### src/rtl/rbed_pkg.sv
// Shared types, constants and register codes for the road bump event detector.
package rbed_pkg;

  localparam int unsigned RAW_W = 12;
  localparam int unsigned MV_W = 12;
  localparam int unsigned GAIN_W = 15;
  localparam int unsigned CNT_W = 16;
  localparam int unsigned MV_FULL_SCALE = 3300;
  localparam int unsigned ADC_FULL_SCALE = 4095;
  localparam int unsigned PROD_W = 24;
  localparam int unsigned CFG_IDX_W = 3;
  localparam int unsigned CFG_DATA_W = 16;
  localparam int unsigned QUEUE_DEPTH = 4;

  typedef enum logic [CFG_IDX_W-1:0] {
    REG_SMOOTH_GAIN = 3'd0,
    REG_START_TH    = 3'd1,
    REG_SETTLE_TH   = 3'd2,
    REG_SETTLE_HOLD = 3'd3,
    REG_EVENT_MAX   = 3'd4,
    REG_NOISE_FLOOR = 3'd5,
    REG_LEVEL_ONE   = 3'd6,
    REG_LEVEL_TWO   = 3'd7
  } cfg_reg_t;

  typedef struct packed {
    logic [GAIN_W-1:0] smooth_gain;
    logic [MV_W-1:0]   start_th;
    logic [MV_W-1:0]   settle_th;
    logic [CNT_W-1:0]  settle_hold;
    logic [CNT_W-1:0]  event_max;
    logic [MV_W-1:0]   noise_floor;
    logic [MV_W-1:0]   level_one;
    logic [MV_W-1:0]   level_two;
  } cfg_t;

  localparam logic [GAIN_W-1:0] SMOOTH_GAIN_RST = 15'd6554;
  localparam logic [MV_W-1:0]   START_TH_RST    = 12'd250;
  localparam logic [MV_W-1:0]   SETTLE_TH_RST   = 12'd150;
  localparam logic [CNT_W-1:0]  SETTLE_HOLD_RST = 16'd600;
  localparam logic [CNT_W-1:0]  EVENT_MAX_RST   = 16'd2000;
  localparam logic [MV_W-1:0]   NOISE_FLOOR_RST = 12'd250;
  localparam logic [MV_W-1:0]   LEVEL_ONE_RST   = 12'd500;
  localparam logic [MV_W-1:0]   LEVEL_TWO_RST   = 12'd900;

  typedef enum logic [1:0] {
    ACQ_SUM,
    ACQ_DIV,
    ACQ_RUN
  } acq_t;

  typedef enum logic [1:0] {
    PH_IDLE,
    PH_TRACK,
    PH_WAIT,
    PH_REFR
  } phase_t;

  typedef enum logic [1:0] {
    KIND_NONE,
    KIND_POT,
    KIND_BUMP
  } kind_t;

endpackage

### src/rtl/rbed_channels.sv
// Handshake channel interfaces for samples, configuration writes and reports.
interface rbed_sample_if import rbed_pkg::*; ();
  logic             valid;
  logic             ready;
  logic [RAW_W-1:0] raw_sample;
  modport source (output valid, output raw_sample, input ready);
  modport sink (input valid, input raw_sample, output ready);
endinterface

interface rbed_cfg_if import rbed_pkg::*; ();
  logic                  valid;
  logic                  ready;
  logic [CFG_IDX_W-1:0]  index;
  logic [CFG_DATA_W-1:0] data;
  modport source (output valid, output index, output data, input ready);
  modport sink (input valid, input index, input data, output ready);
endinterface

interface rbed_report_if import rbed_pkg::*; ();
  logic             valid;
  logic             ready;
  logic             event_kind;
  logic [1:0]       severity;
  logic [MV_W-1:0]  peak_mv;
  logic [CNT_W-1:0] event_width;
  modport source (output valid, output event_kind, output severity, output peak_mv,
                  output event_width, input ready);
  modport sink (input valid, input event_kind, input severity, input peak_mv,
                input event_width, output ready);
endinterface

### src/rtl/rbed_front.sv
// Front end: accepts converter samples and scales them to millivolts.
module rbed_front import rbed_pkg::*; (
  input  logic            clk,
  input  logic            rst,
  rbed_sample_if.sink     sample,
  output logic            push,
  output logic [MV_W-1:0] push_mv,
  input  logic            full
);

  localparam int unsigned SH = $clog2(ADC_FULL_SCALE + 1);
  localparam int unsigned EST_W = PROD_W + 1 - SH;

  logic              prod_valid;
  logic [PROD_W-1:0] prod;
  logic [PROD_W:0]   acc;
  logic [EST_W-1:0]  est;
  logic [PROD_W:0]   est_scaled;
  logic [PROD_W:0]   rem;

  assign sample.ready = !prod_valid || !full;
  assign push = prod_valid && !full;

  always_ff @(posedge clk) begin
    if (rst) begin
      prod_valid <= 1'b0;
    end else if (sample.ready) begin
      prod_valid <= sample.valid;
    end
    if (sample.valid && sample.ready) begin
      prod <= PROD_W'(sample.raw_sample) * PROD_W'(MV_FULL_SCALE);
    end
  end

  // The full scale is one below a power of two, so the estimate is low by at most one.
  always_comb begin
    acc = {1'b0, prod} + (PROD_W + 1)'(prod[PROD_W-1:SH]);
    est = acc[PROD_W:SH];
    est_scaled = {est, SH'(0)} - (PROD_W + 1)'(est);
    rem = {1'b0, prod} - est_scaled;
    if (rem >= (PROD_W + 1)'(ADC_FULL_SCALE)) begin
      push_mv = est[MV_W-1:0] + MV_W'(1);
    end else begin
      push_mv = est[MV_W-1:0];
    end
  end

endmodule

### src/rtl/rbed_fifo.sv
// Small register queue between the front end and the back end.
module rbed_fifo #(
  parameter int unsigned WIDTH = 12,
  parameter int unsigned DEPTH = 4
) (
  input  logic             clk,
  input  logic             rst,
  input  logic             push,
  input  logic [WIDTH-1:0] push_data,
  output logic             full,
  input  logic             pop,
  output logic [WIDTH-1:0] pop_data,
  output logic             empty
);

  localparam int unsigned PTR_W = $clog2(DEPTH);
  localparam int unsigned FILL_W = $clog2(DEPTH + 1);

  logic [WIDTH-1:0]  mem [DEPTH];
  logic [PTR_W-1:0]  wr_ptr;
  logic [PTR_W-1:0]  rd_ptr;
  logic [FILL_W-1:0] fill;

  assign full = fill == FILL_W'(DEPTH);
  assign empty = fill == '0;
  assign pop_data = mem[rd_ptr];

  always_ff @(posedge clk) begin
    if (rst) begin
      wr_ptr <= '0;
      rd_ptr <= '0;
      fill <= '0;
    end else begin
      if (push) begin
        wr_ptr <= (wr_ptr == PTR_W'(DEPTH - 1)) ? '0 : wr_ptr + PTR_W'(1);
      end
      if (pop) begin
        rd_ptr <= (rd_ptr == PTR_W'(DEPTH - 1)) ? '0 : rd_ptr + PTR_W'(1);
      end
      if (push && !pop) begin
        fill <= fill + FILL_W'(1);
      end else if (pop && !push) begin
        fill <= fill - FILL_W'(1);
      end
    end
    if (push) begin
      mem[wr_ptr] <= push_data;
    end
  end

endmodule

### src/rtl/rbed_smooth.sv
// Baseline acquisition with a reciprocal divider, then the exponential smoother.
module rbed_smooth import rbed_pkg::*; #(
  parameter int unsigned BASELINE_COUNT = 200
) (
  input  logic              clk,
  input  logic              rst,
  input  logic [GAIN_W-1:0] gain,
  input  logic              in_valid,
  input  logic [MV_W-1:0]   in_mv,
  output logic              in_pop,
  output logic              out_valid,
  output logic [MV_W-1:0]   out_mv,
  input  logic              out_take,
  output logic [MV_W-1:0]   baseline_mv
);

  localparam int unsigned NUM_W = $clog2(BASELINE_COUNT + 1);
  localparam int unsigned SUM_W = $clog2(BASELINE_COUNT * MV_FULL_SCALE + 1);
  localparam int unsigned DIV_SH = SUM_W + $clog2(BASELINE_COUNT);
  localparam int unsigned RECIP_W = SUM_W + 2;
  localparam int unsigned QPROD_W = SUM_W + RECIP_W;
  // The reciprocal is rounded up with enough fraction bits to be exact for every sum.
  localparam longint unsigned RECIP_VAL =
    ((64'd1 << DIV_SH) + 64'(BASELINE_COUNT) - 64'd1) / 64'(BASELINE_COUNT);
  localparam logic [RECIP_W-1:0] RECIP = RECIP_W'(RECIP_VAL);
  localparam int unsigned PRODS_W = MV_W + 1 + GAIN_W + 1;
  localparam logic [NUM_W-1:0] BASE_N = NUM_W'(BASELINE_COUNT);

  acq_t                     acq;
  acq_t                     acq_next;
  logic [NUM_W-1:0]         count;
  logic [NUM_W-1:0]         count_inc;
  logic [SUM_W-1:0]         sum;
  logic [QPROD_W-1:0]       quot_prod;
  logic [MV_W-1:0]          quot;
  logic signed [MV_W:0]     diff;
  logic signed [PRODS_W-1:0] prod;
  logic signed [MV_W+1:0]   step;
  logic signed [MV_W+1:0]   s_sum;

  assign count_inc = count + NUM_W'(1);
  assign quot_prod = QPROD_W'(sum) * QPROD_W'(RECIP);
  assign quot = quot_prod[DIV_SH +: MV_W];

  always_comb begin
    diff = $signed({1'b0, in_mv}) - $signed({1'b0, out_mv});
    prod = diff * $signed({1'b0, gain});
    step = prod[PRODS_W-1:GAIN_W];
    s_sum = $signed({2'b00, out_mv}) + step;
  end

  always_comb begin
    acq_next = acq;
    unique case (acq)
      ACQ_SUM: begin
        if (in_valid && count_inc == BASE_N) begin
          acq_next = ACQ_DIV;
        end
      end
      ACQ_DIV: acq_next = ACQ_RUN;
      ACQ_RUN: acq_next = ACQ_RUN;
      default: acq_next = ACQ_SUM;
    endcase
  end

  always_comb begin
    unique case (acq)
      ACQ_SUM: in_pop = in_valid;
      ACQ_RUN: in_pop = in_valid && (!out_valid || out_take);
      default: in_pop = 1'b0;
    endcase
  end

  always_ff @(posedge clk) begin
    if (rst) begin
      acq <= ACQ_SUM;
      count <= '0;
      sum <= '0;
      out_valid <= 1'b0;
    end else begin
      acq <= acq_next;
      unique case (acq)
        ACQ_SUM: begin
          if (in_valid) begin
            sum <= sum + SUM_W'(in_mv);
            count <= count_inc;
          end
        end
        ACQ_DIV: begin
          baseline_mv <= quot;
          out_mv <= quot;
        end
        ACQ_RUN: begin
          if (in_pop) begin
            out_mv <= s_sum[MV_W-1:0];
            out_valid <= 1'b1;
          end else if (out_take) begin
            out_valid <= 1'b0;
          end
        end
        default: out_valid <= 1'b0;
      endcase
    end
  end

endmodule

### src/rtl/rbed_tracker.sv
// Event state machine and report register.
module rbed_tracker import rbed_pkg::*; (
  input  logic            clk,
  input  logic            rst,
  input  cfg_t            cfg,
  input  logic [MV_W-1:0] baseline_mv,
  input  logic            in_valid,
  input  logic [MV_W-1:0] in_mv,
  output logic            in_take,
  rbed_report_if.source   report
);

  phase_t           phase;
  phase_t           phase_next;
  kind_t            kind;
  kind_t            kind_next;
  logic [MV_W-1:0]  peak;
  logic [MV_W-1:0]  peak_next;
  logic [CNT_W-1:0] length;
  logic [CNT_W-1:0] length_next;
  logic [CNT_W-1:0] run;
  logic [CNT_W-1:0] run_next;
  logic [CNT_W-1:0] quiet;
  logic [CNT_W-1:0] quiet_next;
  logic [CNT_W-1:0] captured;
  logic [CNT_W-1:0] captured_next;

  logic signed [MV_W:0] dev;
  logic signed [MV_W:0] st;
  logic signed [MV_W:0] tt;
  logic signed [MV_W:0] dev_neg;
  logic [MV_W-1:0]      mag;
  logic                 below;
  logic                 above;
  logic                 settled;
  logic                 raise;
  logic [CNT_W-1:0]     length_inc;
  logic [CNT_W-1:0]     run_inc;
  logic [CNT_W-1:0]     quiet_inc;
  logic [1:0]           sev;
  logic                 done_wait;
  logic                 emit_want;

  logic             rep_valid;
  logic             rep_kind;
  logic [1:0]       rep_sev;
  logic [MV_W-1:0]  rep_peak;
  logic [CNT_W-1:0] rep_width;

  always_comb begin
    dev = $signed({1'b0, in_mv}) - $signed({1'b0, baseline_mv});
    st = $signed({1'b0, cfg.start_th});
    tt = $signed({1'b0, cfg.settle_th});
    dev_neg = -dev;
    mag = dev[MV_W] ? dev_neg[MV_W-1:0] : dev[MV_W-1:0];
    below = dev < -st;
    above = dev > st;
    settled = (dev < tt) && (dev > -tt);
    raise = mag > peak;
    length_inc = length + CNT_W'(1);
    run_inc = run + CNT_W'(1);
    quiet_inc = quiet + CNT_W'(1);
    priority if (peak <= cfg.noise_floor) begin
      sev = 2'd0;
    end else if (peak <= cfg.level_one) begin
      sev = 2'd1;
    end else if (peak <= cfg.level_two) begin
      sev = 2'd2;
    end else begin
      sev = 2'd3;
    end
    done_wait = (phase == PH_WAIT) && settled && (run_inc >= cfg.settle_hold);
    emit_want = done_wait && ((kind == KIND_BUMP) || ((kind == KIND_POT) && (sev != 2'd0)));
    in_take = in_valid && (!emit_want || !rep_valid || report.ready);
  end

  always_comb begin
    phase_next = phase;
    if (in_take) begin
      unique case (phase)
        PH_IDLE: begin
          if (below || above) begin
            phase_next = PH_TRACK;
          end
        end
        PH_TRACK: begin
          if (settled || length_inc >= cfg.event_max) begin
            phase_next = PH_WAIT;
          end
        end
        PH_WAIT: begin
          if (done_wait) begin
            phase_next = PH_REFR;
          end
        end
        PH_REFR: begin
          if (settled && quiet_inc >= cfg.settle_hold) begin
            phase_next = PH_IDLE;
          end
        end
      endcase
    end
  end

  always_comb begin
    kind_next = kind;
    peak_next = peak;
    length_next = length;
    run_next = run;
    quiet_next = quiet;
    captured_next = captured;
    if (in_take) begin
      unique case (phase)
        PH_IDLE: begin
          if (below || above) begin
            kind_next = below ? KIND_POT : KIND_BUMP;
            peak_next = mag;
            length_next = '0;
            run_next = '0;
          end
        end
        PH_TRACK: begin
          length_next = length_inc;
          if (((kind == KIND_POT && dev < 0) || (kind == KIND_BUMP && dev > 0)) && raise) begin
            peak_next = mag;
          end
          if (settled || length_inc >= cfg.event_max) begin
            captured_next = length_inc;
            run_next = '0;
          end
        end
        PH_WAIT: begin
          if (settled) begin
            run_next = run_inc;
            if (done_wait) begin
              quiet_next = '0;
              kind_next = KIND_NONE;
              peak_next = '0;
              length_next = '0;
              run_next = '0;
              captured_next = '0;
            end
          end else begin
            run_next = '0;
            if (((kind == KIND_POT && below) || (kind == KIND_BUMP && above)) && raise) begin
              peak_next = mag;
            end
          end
        end
        PH_REFR: begin
          if (settled) begin
            quiet_next = (quiet_inc >= cfg.settle_hold) ? '0 : quiet_inc;
          end else begin
            quiet_next = '0;
          end
        end
      endcase
    end
  end

  always_ff @(posedge clk) begin
    if (rst) begin
      phase <= PH_IDLE;
      kind <= KIND_NONE;
      peak <= '0;
      length <= '0;
      run <= '0;
      quiet <= '0;
      captured <= '0;
      rep_valid <= 1'b0;
    end else begin
      phase <= phase_next;
      kind <= kind_next;
      peak <= peak_next;
      length <= length_next;
      run <= run_next;
      quiet <= quiet_next;
      captured <= captured_next;
      if (in_take && emit_want) begin
        rep_valid <= 1'b1;
      end else if (report.ready) begin
        rep_valid <= 1'b0;
      end
    end
    if (in_take && emit_want) begin
      rep_kind <= kind == KIND_BUMP;
      rep_sev <= (kind == KIND_BUMP) ? 2'd0 : sev;
      rep_peak <= peak;
      rep_width <= captured;
    end
  end

  assign report.valid = rep_valid;
  assign report.event_kind = rep_kind;
  assign report.severity = rep_sev;
  assign report.peak_mv = rep_peak;
  assign report.event_width = rep_width;

endmodule

### src/rtl/road_bump_event_detector_unit.sv
// Top level of the road bump event detector with its configuration registers.
//
// Samples arrive on the sample channel, one 12-bit converter result per request.
// Reports leave on the report channel: kind, severity, peak in millivolts and width.
// Registers are written on the cfg channel, which is always ready; index selects one
// of eight registers and a write is meant to happen only while the block is idle.
// The block takes one sample per cycle unless the queue is full. A front stage
// scales each sample to millivolts and a four-entry queue feeds the back end, so
// either side can stall. After the first BASELINE_COUNT samples the back end turns
// the sum into the baseline in a single state with a reciprocal multiply and takes
// no sample in that state; the queue absorbs it.
// A report becomes valid once the sample that completes it has passed the front product
// register, the queue, the smoother output register and the report register.
// When the receiver stalls, the report register holds; the back end keeps working
// until it needs to produce another report, then waits.
// Reset is synchronous and active high; it restores the register defaults and
// restarts baseline acquisition.
module road_bump_event_detector_unit import rbed_pkg::*; #(
  parameter int unsigned BASELINE_COUNT = 200
) (
  input  logic          clk,
  input  logic          rst,
  rbed_sample_if.sink   sample,
  rbed_cfg_if.sink      cfg,
  rbed_report_if.source report
);

  cfg_t            cfg_regs;
  logic            q_push;
  logic [MV_W-1:0] q_push_mv;
  logic            q_full;
  logic            q_pop;
  logic [MV_W-1:0] q_pop_mv;
  logic            q_empty;
  logic            s_valid;
  logic [MV_W-1:0] s_mv;
  logic            s_take;
  logic [MV_W-1:0] baseline_mv;

  assign cfg.ready = 1'b1;

  always_ff @(posedge clk) begin
    if (rst) begin
      cfg_regs.smooth_gain <= SMOOTH_GAIN_RST;
      cfg_regs.start_th <= START_TH_RST;
      cfg_regs.settle_th <= SETTLE_TH_RST;
      cfg_regs.settle_hold <= SETTLE_HOLD_RST;
      cfg_regs.event_max <= EVENT_MAX_RST;
      cfg_regs.noise_floor <= NOISE_FLOOR_RST;
      cfg_regs.level_one <= LEVEL_ONE_RST;
      cfg_regs.level_two <= LEVEL_TWO_RST;
    end else if (cfg.valid) begin
      unique case (cfg_reg_t'(cfg.index))
        REG_SMOOTH_GAIN: cfg_regs.smooth_gain <= cfg.data[GAIN_W-1:0];
        REG_START_TH:    cfg_regs.start_th <= cfg.data[MV_W-1:0];
        REG_SETTLE_TH:   cfg_regs.settle_th <= cfg.data[MV_W-1:0];
        REG_SETTLE_HOLD: cfg_regs.settle_hold <= cfg.data[CNT_W-1:0];
        REG_EVENT_MAX:   cfg_regs.event_max <= cfg.data[CNT_W-1:0];
        REG_NOISE_FLOOR: cfg_regs.noise_floor <= cfg.data[MV_W-1:0];
        REG_LEVEL_ONE:   cfg_regs.level_one <= cfg.data[MV_W-1:0];
        REG_LEVEL_TWO:   cfg_regs.level_two <= cfg.data[MV_W-1:0];
      endcase
    end
  end

  rbed_front u_front (
    .clk     (clk),
    .rst     (rst),
    .sample  (sample),
    .push    (q_push),
    .push_mv (q_push_mv),
    .full    (q_full)
  );

  rbed_fifo #(
    .WIDTH (MV_W),
    .DEPTH (QUEUE_DEPTH)
  ) u_fifo (
    .clk       (clk),
    .rst       (rst),
    .push      (q_push),
    .push_data (q_push_mv),
    .full      (q_full),
    .pop       (q_pop),
    .pop_data  (q_pop_mv),
    .empty     (q_empty)
  );

  rbed_smooth #(
    .BASELINE_COUNT (BASELINE_COUNT)
  ) u_smooth (
    .clk         (clk),
    .rst         (rst),
    .gain        (cfg_regs.smooth_gain),
    .in_valid    (!q_empty),
    .in_mv       (q_pop_mv),
    .in_pop      (q_pop),
    .out_valid   (s_valid),
    .out_mv      (s_mv),
    .out_take    (s_take),
    .baseline_mv (baseline_mv)
  );

  rbed_tracker u_tracker (
    .clk         (clk),
    .rst         (rst),
    .cfg         (cfg_regs),
    .baseline_mv (baseline_mv),
    .in_valid    (s_valid),
    .in_mv       (s_mv),
    .in_take     (s_take),
    .report      (report)
  );

`ifndef NO_ASSERTIONS
  a_queue_no_overflow: assert property (@(posedge clk) disable iff (rst)
    q_push |-> !q_full)
    else $error("Queue written while full.");

  a_queue_no_underflow: assert property (@(posedge clk) disable iff (rst)
    q_pop |-> !q_empty)
    else $error("Queue read while empty.");

  a_kind_matches_severity: assert property (@(posedge clk) disable iff (rst)
    report.valid |-> ((report.event_kind == 1'b1) != (report.severity != 2'd0)))
    else $error("Report severity does not fit its event kind.");

  a_width_nonzero: assert property (@(posedge clk) disable iff (rst)
    report.valid |-> (report.event_width != '0))
    else $error("Report carries a zero width.");
`endif

endmodule
### src/flat_wrapper.sv
// flat-port wrapper written by rule: the top's interface ports become plain ports
module road_bump_event_detector_unit_flat import rbed_pkg::*;
#(
  parameter int unsigned BASELINE_COUNT = 200
)
  (clk, rst, sample_valid, sample_raw_sample, sample_ready, cfg_valid, cfg_index, cfg_data, cfg_ready, report_valid, report_event_kind, report_severity, report_peak_mv, report_event_width, report_ready);
  rbed_sample_if sample_i ();
  rbed_cfg_if cfg_i ();
  rbed_report_if report_i ();
  input  logic clk;
  input  logic rst;
  input wire logic [$bits(sample_i.valid)-1:0] sample_valid;
  input wire logic [$bits(sample_i.raw_sample)-1:0] sample_raw_sample;
  output wire logic [$bits(sample_i.ready)-1:0] sample_ready;
  input wire logic [$bits(cfg_i.valid)-1:0] cfg_valid;
  input wire logic [$bits(cfg_i.index)-1:0] cfg_index;
  input wire logic [$bits(cfg_i.data)-1:0] cfg_data;
  output wire logic [$bits(cfg_i.ready)-1:0] cfg_ready;
  output wire logic [$bits(report_i.valid)-1:0] report_valid;
  output wire logic [$bits(report_i.event_kind)-1:0] report_event_kind;
  output wire logic [$bits(report_i.severity)-1:0] report_severity;
  output wire logic [$bits(report_i.peak_mv)-1:0] report_peak_mv;
  output wire logic [$bits(report_i.event_width)-1:0] report_event_width;
  input wire logic [$bits(report_i.ready)-1:0] report_ready;
  assign sample_i.valid = sample_valid;
  assign sample_i.raw_sample = sample_raw_sample;
  assign sample_ready = sample_i.ready;
  assign cfg_i.valid = cfg_valid;
  assign cfg_i.index = cfg_index;
  assign cfg_i.data = cfg_data;
  assign cfg_ready = cfg_i.ready;
  assign report_valid = report_i.valid;
  assign report_event_kind = report_i.event_kind;
  assign report_severity = report_i.severity;
  assign report_peak_mv = report_i.peak_mv;
  assign report_event_width = report_i.event_width;
  assign report_i.ready = report_ready;
  road_bump_event_detector_unit #(.BASELINE_COUNT(BASELINE_COUNT)) u_core (.clk(clk), .rst(rst), .sample(sample_i), .cfg(cfg_i), .report(report_i));
endmodule
### config.mk
export PLATFORM = sky130hd
export DESIGN_NAME = road_bump_event_detector_unit_flat
export DESIGN_NICKNAME = d
export VERILOG_FILES = /design/src/rtl/rbed_pkg.sv /design/src/rtl/rbed_channels.sv /design/src/rtl/rbed_front.sv /design/src/rtl/rbed_fifo.sv /design/src/rtl/rbed_smooth.sv /design/src/rtl/rbed_tracker.sv /design/src/rtl/road_bump_event_detector_unit.sv /design/src/flat_wrapper.sv
export SDC_FILE = /design/constraint.sdc
export NUM_CORES = 2
export LEC_CHECK = 0
export BUFFER_PORTS_ARGS = -buffer_cell sky130_fd_sc_hd__buf_4
export CORE_AREA = 5 5 318 320
export CTS_BUF_LIST = sky130_fd_sc_hd__clkbuf_8
export CTS_CLUSTER_SIZE = 12
export DETAILED_ROUTE_END_ITERATION = 10
export DIE_AREA = 0 0 323 325
export HOLD_SLACK_MARGIN = 0.1
export PLACE_DENSITY = 0.64
export REMOVE_ABC_BUFFERS = 1
export SETUP_SLACK_MARGIN = 0.5
export SYNTH_ARGS = -nofsm -noshare
export SYNTH_HDL_FRONTEND = slang
export SYNTH_HIERARCHICAL = 1
export SYNTH_SLANG_ARGS = --single-unit
### constraint.sdc
create_clock -name clk -period 22.9 [get_ports clk]
set_input_delay 1.145 -clock clk [delete_from_list [all_inputs] [get_ports clk]]
set_output_delay 1.145 -clock clk [all_outputs]
set_load 0.01 [all_outputs]
### Word level (Yosys, flattened, before mapping)

Memory sizes are Yosys's and may differ from the RTL's. A register that Yosys moved wholly into a read port is not among the register bits.
Cells that the tools add are included.

* memory bits (writable): 48
* memories kept: 1
* register bits after elaboration: 304
* output and inout port bits: 34

Memories
* u_core.u_fifo.mem: words 4, width 12, rd ports 1, clocked after Yosys merged registers in 1, wr ports 1, line rbed_fifo.sv:19 `logic [WIDTH-1:0] mem [DEPTH];`

* order comparisons: 14
* multipliers: 3
* reductions and logical operators: 70
* muxes and demuxes: 52
* $add $sub $neg: 19
* equal/unequal tests: 29
* bitwise logic cells: 3

Operators by type and width (number)
* 2-to-1 mux 16 bit: 9
* 2-to-1 mux 12 bit: 8
* one-hot mux 16 bit (3 select lines): 2
* one-hot mux 16 bit (2 select lines): 2
* adder 16 x 1 -> 16 bit, second input constant: 3
* greater-or-equal comparator 16 bit: 3
* multiplier 20 x 20 -> 39 bit, second input constant: 1
* less-or-equal comparator 12 bit: 3
* one-hot mux 12 bit (3 select lines): 1
* 2-to-1 mux 2 bit: 15
* multiplier 13 x 16 -> 27 bit: 1
* > comparator 13 bit: 2
* < comparator 13 bit: 2
* negation 12 -> 13 bit: 2
* subtractor 12 x 12 -> 13 bit: 2
* adder 24 x 12 -> 25 bit: 1
* greater-or-equal comparator 25 x 12 -> 1 bit, second input constant: 1
* subtractor 24 x 25 -> 25 bit: 1
* subtractor 25 x 13 -> 25 bit: 1
* one-hot mux 12 bit (2 select lines): 1
* multiplier 12 x 10 -> 22 bit, second input constant: 1
* AND reduction 2 bit: 11
* adder 20 x 12 -> 20 bit: 1
* logical AND 1 bit: 20
* other kinds (37): 96

### Longest topological paths before layout

* depth after elaboration: 18
* mapped depth: 45
* gate-level depth less buffers: 43

### Cells and area by module

The synthesis kept the hierarchy.

By module, submodules not included
* rbed_smooth: instances 1, area an instance 16751.1 µm², seq. area each 1341.3 µm², cells each 1732
* rbed_tracker: instances 1, area an instance 10249.8 µm², seq. area each 2552.4 µm², cells each 1267
* rbed_front: instances 1, area an instance 5514.0 µm², seq. area each 680.7 µm², cells each 610
* road_bump_event_detector_unit: instances 1, area an instance 4210.3 µm², seq. area each 2142.1 µm², cells each 395
* rbed_fifo: instances 1, area an instance 2175.8 µm², seq. area each 1621.6 µm², cells each 106

### Least setup slack after synthesis

OpenSTA, ideal clock, no wires.

* path kind: register -> register
* from: reg with a tool-made name
* to: reg u_core.u_smooth.out_mv[10] (data pin)
* arrival: 9.773 ns
* library setup time: 0.260 ns
* cell stages (with the launch flop): 40
* required time: 22.640 ns
* period minus slack after synthesis: 10.032 ns
* setup slack: 12.868 ns
* path through: dfxtp_1 > buf_6 > mux4_2 > ha_1 > nor2b_1 > o21ai_0 > a21boi_0 > o21ai_0 > a21boi_0 > o21ai_0 > a21oi_1 > o41ai_2 > buf_4 > mux2_2 > fa_1 > fa_1 > inv_1 > fa_1 > (+4 left out) > inv_1 > ha_1 > and4_1 > o31a_1 > o21a_1 > o21a_1 > nor2_1 > xnor2_1 > fa_1 > a21o_1 > a21o_1 > a21o_1 > a21oi_1 > o21ai_0 > a21o_1 > a21oi_1 > xnor2_1 > mux2_2

RTL lines
* to (signal assigned): line rbed_smooth.sv:91 `out_mv <= quot;`
* to (signal assigned): line rbed_smooth.sv:95 `out_mv <= s_sum[MV_W-1:0];`
* to (decl): line rbed_smooth.sv:12 `output logic [MV_W-1:0] out_mv,`

==> results.cfg <==
[logic_synthesis]
ys_warn_count = 6
seq_area_frac_synth_pct = 21.43
async_flop_share_pct = 0
syn_area_um2 = 38900
ys_types = 114
ys_seq_elements = 354
synth_ff_type = dfxtp_1
synth_enable_flop_cells = 125
syn-instance-count = 4110
avgSynthCellArea_um2 = 9.465

[clock_network]
clock_sinks = 354
clk_latency_ns = 0.68
cts_root_buf = clkbuf_8
cts.clk_slew.worst_paths_ns = 0.07
postCtsHoldBufs = 0
postCtsSetupBuffers = 0
cts_buffers = 66
cts_tree = yes
h-tree-depth = 3
cts.path.max_buffers = 3
cts_resized = 0

[timing]
max_slew.worst_pin.slew_ns = 1.165
setup-tns-final_ns = 0
finalCritPeriodShare_pct = 48.34
fmax_ghz = 0.09033
slew_headroom_pct = 22.07
post-route-min-period_ns = 11.07
drv_slew = 0
setup_viol = 0
rsz0062_at_grt = no
finalClockSkew_ns = 0.05806
hold_violations = 0

[global_route]
grt_overflow = 0
grt_max_degree = 96
grt_pass1_vias = 28900
grt_pass1_wl_um = 152300
antenna_found_initial = 2
grt_use_total_pct = 17.70

[routing]
wl_um = 93620
drc = 0
drtIter0Drc = 1740
wl_per_cell_um = 17.02
vias = 28910
first_pass_iters = 5
ant_nets = 0
via_per_inst = 5.255

[floorplan]
die_y_um = 325
dieArea_um2 = 105000
core.rowCount = 115
core_area_um2 = 97840
initial_core_util_pct = 39.76
die_w_um = 323
io_pins = 70

[cells_and_area]
area_delta_synth_final_pct = 8.157
final_util_pct = 43.00
fill_cells = 9560
multi_input_area_um2 = 27760
seqCellArea_um2 = 8338
fin_nets = 5141
final_cell_mix = inv_1 (629), ha_1 (624), fa_1 (321), nand2_1 (280), nor2_1 (237)
drive_above_1_share_pct = 7.835
layout_commonest_cell = inv_1

[placement]
gp_congestion = 0.8737
hpwl_um = 73300
portBuffers = 68

[min_path]
holdCritPathClass = register to register

[critical_path]
cp.arrival_ns = 11.45
critPathKind = register to register
max_stage_delay_ns = 0.81
worstReg2RegEnd = u_core/u_smooth/out_mv[11]$_DFFE_PP_
r2r_slack_ns = 11.83
crit_cells = 38
reg2reg_depth = 38
crit_path_max_fanout = 15
critPathBufInv = 4
crit_path_frequent_cell = fa_1
startpoint_type = register
critical-path-top-delay-family = adder cells
endpoint = u_core/u_smooth/out_mv[11]$_DFFE_PP_
worstPathRequired_ns = 23.28
end_kind = register
crit_slowest_cell = dfxtp_1

[job]
maxCapViolCount = 0

[run_status]
status = finished, final reports clean
## sequential cells by signal (all words and copies together), names as in the netlist, 3 cells and up, named ones only
signal                               cells
u_core/cfg_regs                        107
u_core/u_fifo/fill                       3
u_core/u_fifo/mem                       48
u_core/u_front/prod                     22
u_core/u_smooth/baseline_mv             12
u_core/u_smooth/count                    8
u_core/u_smooth/out_mv                  12
u_core/u_smooth/sum                     20
u_core/u_tracker/captured               16
u_core/u_tracker/length                 16
u_core/u_tracker/peak                   12
u_core/u_tracker/quiet                  16
u_core/u_tracker/report.event_width     16
u_core/u_tracker/report.peak_mv         12
u_core/u_tracker/run                    16
## how the worst min path moves through the flow
stage,end,slack (ns),from,cells past startpoint
global placement,u_core/u_tracker/report.event_width[5]$_DFFE_PP_,0.42,u_core/u_tracker/captured[5]$_SDFFE_PP0P_,0
finish,u_core/u_tracker/report.event_width[1]$_DFFE_PP_,0.41,u_core/u_tracker/captured[1]$_SDFFE_PP0P_,0
global route,u_core/u_tracker/report.event_width[1]$_DFFE_PP_,0.43,u_core/u_tracker/captured[1]$_SDFFE_PP0P_,0
CTS,u_core/u_tracker/report.event_width[1]$_DFFE_PP_,0.42,u_core/u_tracker/captured[1]$_SDFFE_PP0P_,0
floorplan,u_core/u_tracker/report.event_width[0]$_DFFE_PP_,0.40,u_core/u_tracker/captured[0]$_SDFFE_PP0P_,0
detailed placement,u_core/u_tracker/report.event_width[1]$_DFFE_PP_,0.41,u_core/u_tracker/captured[1]$_SDFFE_PP0P_,0
## cell type report
class / count / share of cell area, %
multi-input combinational: 3024 / 65.97
sequential: 354 / 19.82
inverter: 618 / 5.525
tap: 1287 / 3.827
clock buffer: 73 / 2.388
timing repair buffer: 96 / 1.722
clock inverter: 47 / 0.7345
antenna: 2 / 0.01190
## per-stage QoR
step                hold WS, ns  instances  setup slack, ns  instance area (µm²)
floorplan                0.4019       3996            12.16                38390
global placement         0.4164       5379            11.97                40760
detailed placement       0.4100       5379            11.94                40760
CTS                      0.4170       5499            11.91                42070
global route             0.4332       5501            11.07                42070
finish                   0.4108       5501            11.83                42070
## routing by layer
metal  track usage [%]  up-vias  routed length, µm
li1                  -    14120                  -
met1             23.69    14050              42580
met2             29.60      589              44070
met3             2.905      155               4428
met4             5.013        0               2542
met5                 0        -                  0
## synth_stat cells, types with 47 or more instances
library cell	number	area, µm²
mux2i_1	132	1321
nor3_1	67	335.3
nor2_1	237	889.6
nand2_1	280	1051
ha_1	624	7807
nand3_1	80	400.4
nor2b_1	47	294.0
and2_1	51	319.1
o21ai_0	104	520.5
dfxtp_1	229	4584
xnor2_1	132	1156
edfxtp_1	125	3754
nand2b_1	151	944.7
a21oi_1	146	730.7
a21o_1	59	442.9
inv_1	615	2308
and3_1	47	294.0
fa_1	321	6426
clkbuf_1	86	322.8
## logic make-up (layout without fill, tap and decap cells)
| family | Yosys count | in the layout | synth area share [%] |
|---|---|---|---|
| AOI/OAI and AO/OA | 604 | 604 | 10.84 |
| xor gates and xnor gates | 180 | 180 | 4.191 |
| adders and majority gates | 946 | 946 | 36.62 |
| buffers and inverters | 732 | 834 | 7.295 |
| DFF | 354 | 354 | 21.43 |
| muxes | 168 | 168 | 4.853 |
| other | 1 | 3 | 0.009640 |
| and+or+nand+nor | 1125 | 1125 | 14.76 |
## worst reg2reg max path: cells and delay by family (launching register included)
family / cells / cell delay (ns)
mux: 3 / 1.19
simple gates: 5 / 0.64
buf+inv: 4 / 0.47
xor+xnor: 1 / 0.29
compound gates: 16 / 3.36
flops: 1 / 0.81
fa+ha+maj: 9 / 4.03
Power is not shown: default switching activity piles up to over one toggle a cycle in this logic, so the estimate is an artifact.
